$ cat config.mk
export PLATFORM = sky130hd
export DESIGN_NAME = bmmb_front
export DESIGN_NICKNAME = d
export VERILOG_FILES = /design/src/hdl/bmmb_pkg.sv /design/src/hdl/bmmb_front.sv
export SDC_FILE = /design/constraint.sdc
export NUM_CORES = 1
export LEC_CHECK = 0
export ABC_AREA = 1
export ABC_CLOCK_PERIOD_IN_PS = 4600
export BUFFER_PORTS_ARGS = -buffer_cell sky130_fd_sc_hd__buf_2
export CORE_UTILIZATION = 36
export DETAILED_ROUTE_END_ITERATION = 12
export GPL_TIMING_DRIVEN = 0
export MAX_ROUTING_LAYER = met4
export PLACE_DENSITY = 0.68
export SYNTH_ARGS = -nofsm -noshare
export SYNTH_HDL_FRONTEND = slang
export SYNTH_SLANG_ARGS = --single-unit
$ cat constraint.sdc
create_clock -name clk -period 4.6 [get_ports clk]
set_clock_uncertainty 0.15 [all_clocks]
set_input_delay 0.46 -clock clk [delete_from_list [all_inputs] [get_ports clk]]
set_output_delay 0.46 -clock clk [all_outputs]
set_load 0.02 [all_outputs]
$ cat src/hdl/bmmb_pkg.sv
// Package: shared types, codes and address map for the banked memory bus.
`default_nettype none
package bmmb_pkg;

  localparam int unsigned AddrW = 16;
  localparam int unsigned DataW = 16;
  localparam int unsigned LenW = 9;
  localparam int unsigned MaxCopyLen = 256;
  localparam int unsigned MemDepth = 65536;

  typedef enum logic [2:0] {
    ACT_RD8  = 3'd0,
    ACT_RD16 = 3'd1,
    ACT_WR8  = 3'd2,
    ACT_WR16 = 3'd3,
    ACT_COPY = 3'd4
  } action_t;

  // classified command passed from front to back
  typedef struct packed {
    action_t            act;
    logic [AddrW-1:0]   addr;
    logic [DataW-1:0]   wdata;
    logic [AddrW-1:0]   src;
    logic [LenW-1:0]    len;
  } cmd_t;

  // map a bus address to physical storage index; echo folded, holes flagged
  function automatic logic [AddrW:0] map_addr(input logic [AddrW-1:0] a);
    logic [AddrW-1:0] p;
    logic             hole;
    p = a;
    if (a >= 16'hE000 && a < 16'hFE00) p = a - 16'h2000;
    hole = (p >= 16'hFEA0 && p < 16'hFF00) || (p == 16'hFFFF);
    return {hole, p};
  endfunction

endpackage
`default_nettype wire

$ cat src/hdl/bmmb_front.sv
// Front end: accept words, validate action, clamp copy length, push to queue.
`default_nettype none
module bmmb_front (
  input  wire logic                          clk,
  input  wire logic                          rst_n,
  input  wire logic                          in_valid,
  output logic                               in_stall,
  input  wire logic [2:0]                    in_action,
  input  wire logic [bmmb_pkg::AddrW-1:0]    in_address,
  input  wire logic [bmmb_pkg::DataW-1:0]    in_write_value,
  input  wire logic [bmmb_pkg::AddrW-1:0]    in_source_address,
  input  wire logic [bmmb_pkg::LenW-1:0]     in_copy_length,
  output logic                               q_valid,
  output bmmb_pkg::cmd_t                     q_cmd,
  input  wire logic                          q_pop
);
  // two-entry queue
  bmmb_pkg::cmd_t   mem_r [2];
  logic             wp_r, rp_r;
  logic [1:0]       cnt_r;
  logic             push, legal;
  bmmb_pkg::cmd_t   c;

  assign in_stall = (cnt_r == 2'd2);
  assign legal = (in_action <= 3'd4);
  assign push = in_valid && !in_stall && legal;
  assign q_valid = (cnt_r != 2'd0);
  assign q_cmd = mem_r[rp_r];

  always_comb begin
    c.act   = bmmb_pkg::action_t'(in_action);
    c.addr  = in_address;
    c.wdata = in_write_value;
    c.src   = in_source_address;
    c.len   = (in_copy_length > bmmb_pkg::LenW'(bmmb_pkg::MaxCopyLen)) ?
              bmmb_pkg::LenW'(bmmb_pkg::MaxCopyLen) : in_copy_length;
  end

  always_ff @(posedge clk) begin
    if (push) mem_r[wp_r] <= c;
  end

  always_ff @(posedge clk) begin
    if (!rst_n) begin
      wp_r <= 1'b0; rp_r <= 1'b0; cnt_r <= 2'd0;
    end else begin
      if (push) wp_r <= ~wp_r;
      if (q_pop) rp_r <= ~rp_r;
      cnt_r <= cnt_r + 2'(push) - 2'(q_pop);
    end
  end
endmodule
`default_nettype wire

==> out/results.txt <==
# port buffers: 125
Hold buffer count at CTS: 0
Setup violators final: 0
Starting Density: 0.3724
R2R setup slack: 2.52 ns
1st-iter DRT viols: 81
Share of cells above drive strength 1: 0.5602
Critical Path Source Type: flip-flop
Most frequent cell after synthesis: edfxtp_1
Yosys top cell by area: edfxtp_1
Synth Register Bits: 125
Setup tns final: 0 ns
CORE AREA: 13350 µm²
Register area: 3704 µm²
Status: complete, no violations
Number of synthesized flops with an enable pin: 120
Boundary pin count: 126
Synth Net Count: 313
Min Tclk post-route: 2.168 ns
Share of the synthesized area in the top cell type: 0.7249
Synth Area in XOR/XNOR: 0.001762
Cells along the critical path: buf_6 -> buf_12 -> mux2_4 -> buf_2
Final wirelength: 8.489 mm
Worst Hold Endpoint: mem_r[1][56]
Drt pass-1 iters: 4
GR Util All Layers: 0.1285
Synth warn: 0
VDD IR-drop max: 0.3054 mV
Cell Rows: 42
R2R depth: 5
Slew @ Worst Pin: 0.6534 ns
Largest net degree at the start of global routing: 35
Crit path buf inv count: 3
Post-route clock period utilization: 0.4713
Routed WL per cell: 14.56 µm
CTS tree: done
Post-synthesis cell area: 4971 µm²
Slowest-stage cell, CP: dfxtp_1
Clk_lat worst skew: 0.41 ns
P_int: 0.002463 W
Post-synth cell types: 14
P&R area growth vs syn: 31.36%
Clock H-tree levels: 4
Hold WC Path Type: input port to flip-flop
Syn Inst Count: 247
Relative slew slack: 0.5638
Async set-or-reset flop fraction in the synthesized netlist: 0
Post-synth top cells: edfxtp_1 (120), mux2_4 (60), nor2_1 (20), inv_1 (16), nand2_1 (10)
Delay-heaviest family, CP: buffers and inverters
Final setup slack of the worst path: 2.432 ns
Fmax achieved: 0.4612 GHz
CTS Buffer Depth: 2
Seq/Total Area, Yosys: 0.7450
Clock Pin Slew Worst Setup and Hold Paths: 0.06 ns
Critical path endpoint category: output port
Detailed-route via count: 2548
Post-route ant nets: 0
Hold_sp: in_address[15]
Critical R2R Launch: cnt_r[0]
Dpl ws: 2.242 ns
Syn avg cell area: 20.13 µm²
Pwr/cell area: 484.9 nW/µm²
Clock Sinks: 125
Mux contribution to synthesized area: 0.1812
Grt total ovfl: 0
Top FF cell, synth: edfxtp_1
# nets final: 460
Compound-Gate Fraction of Synth Area: 0.003020
Arrival time worst endpoint: 1.56 ns
PostCTS Resize Cnt: 0
Full die area: 14280 µm²
Die width: 119.5 µm
GP Congestion: 0.6807
Remaining DRCs: 0
Simple-gate share of the synthesized area: 0.02467
First-pass GRT wire length: 12.87 mm
Sw frac: 0.2222
Number of global-route vias before repair: 2625
Setup repair after global routing missed its margin: false
NetSw: 0.0007035 W
Crit path max fanout: 10
Slew Limit Fails: 0
Synth top area cells: edfxtp_1 (72%), mux2_4 (18%), buf_12 (2.4%), dfxtp_1 (2.0%), nor2_1 (1.5%)
Root buffer cell: clkbuf_16
Minimum hold slack: 0.08650 ns
CP max stage delay: 0.32 ns
Hpwl dp: 5.765 mm
Clock power frac: 0.454
Via density: 4.370
Logic pwr share: 0.120
Die Y: 119.5 µm
Fillers: 1140
Hold Crit Depth: 1
Max cap viols: 0
Cell leakage power: 2.659 nW
Final hold vios: 0
Initial antenna violation count: 0
Sequential group share of total power: 0.426
Adder and majority cell fraction of the synthesized area: 0.005034
Post-CTS setup buffer count: 0
TritonCTS buffer count: 17
Main combinational cell family by area after synthesis: multiplexers
Layout Utilization: 0.4892
Multi-input logic area: 1080 µm²
Worst EP required: 3.99 ns
Critical R2R Capture: mem_r[1][27]
# diodes: 0
Critical path class: flip-flop to output port
[per-layer routing]
metal | track usage | part of all wire | up-vias
li1 | - | - | 1216
met1 | 0.1364 | 0.40 | 1229
met2 | 0.2095 | 0.52 | 88
met3 | 0.04990 | 0.059 | 15
met4 | 0.06328 | 0.018 | 0
met5 | - | 0 | -
[state kept, by name (all words and copies together), names as in the netlist, named ones only]
register and count:
cnt_r 2, mem_r 120, rp_r 1, wp_r 1
[worst max path at each step]
stage / cells past startpoint / from / slack [ns] / endpoint
after floorplan: 3 / in_action[1] / 0.64 / mem_r[0][0]
after global placement: 4 / in_action[1] / -0.98 / mem_r[0][16]
after detailed placement: 5 / in_action[1] / 2.24 / mem_r[1][31]
after CTS: 4 / flip-flop / 2.38 / q_cmd[56]
after global routing: 4 / flip-flop / 2.34 / q_cmd[56]
final: 4 / flip-flop / 2.43 / q_cmd[59]
[worst reg2reg max path: cells and delay by family (launching register included)]
family / cells / cell delay [ns]
buf+inv: 3 / 0.88
flops: 1 / 0.33
compound gates: 1 / 0.22
simple gates: 1 / 0.16
[cells in the final DEF (no fill, tap or decap), types with 2 or more instances in the layout]
cell,synthesis,layout
clkinvlp_4,0,4
bufinv_16,0,5
buf_2,0,125
a21oi_1,2,2
nor2_1,20,19
clkbuf_16,0,17
ha_1,2,2
inv_1,16,15
dfxtp_1,5,5
nand2_1,10,10
mux2_4,60,60
edfxtp_1,120,120
clkinv_4,0,2
buf_12,6,9
clkinv_2,0,2
nand3_1,2,2
[power by group through the flow]
| stage | logic, W | registers (W) | clock network [W] |
|---|---|---|---|
| global route | 0.000408 | 0.00135 | 0.00151 |
| global placement | 0.000366 | 0.00138 | 0 |
| floorplan | 0.000257 | 0.00137 | 0 |
| finish | 0.000381 | 0.00135 | 0.00144 |
| detailed placement | 0.000389 | 0.00137 | 0 |
| CTS | 0.000390 | 0.00135 | 0.00146 |
[cell families (layout without fill, tap and decap cells)]
logic type      Yosys count  count (layout)
fa+ha+maj                 2               2
mux                      60              60
flops                   125             125
simple gates             32              32
xor+xnor                  1               1
buf+inv                  24             184
compound gates            3               3
[per-stage QoR]
| stage | total power (W) | cell area (µm²) | instances |
|---|---|---|---|
| after floorplan | 0.001629 | 4971 | 247 |
| after global placement | 0.001744 | 5817 | 548 |
| after detailed placement | 0.001761 | 5884 | 551 |
| after CTS | 0.003203 | 6530 | 583 |
| after global routing | 0.003272 | 6530 | 583 |
| final | 0.003167 | 6530 | 583 |
[cell type report]
type                    instances  share of cell area
well taps                     176             0.03372
repair buffers                128              0.1050
inverters                      16            0.009197
multi-input cells              98              0.1654
flip-flops and latches        125              0.5672
clock buffers                  17             0.06515
plain buffers                   8             0.02069
clock inverters                15             0.03372
Power figures use the tool's default switching activity.
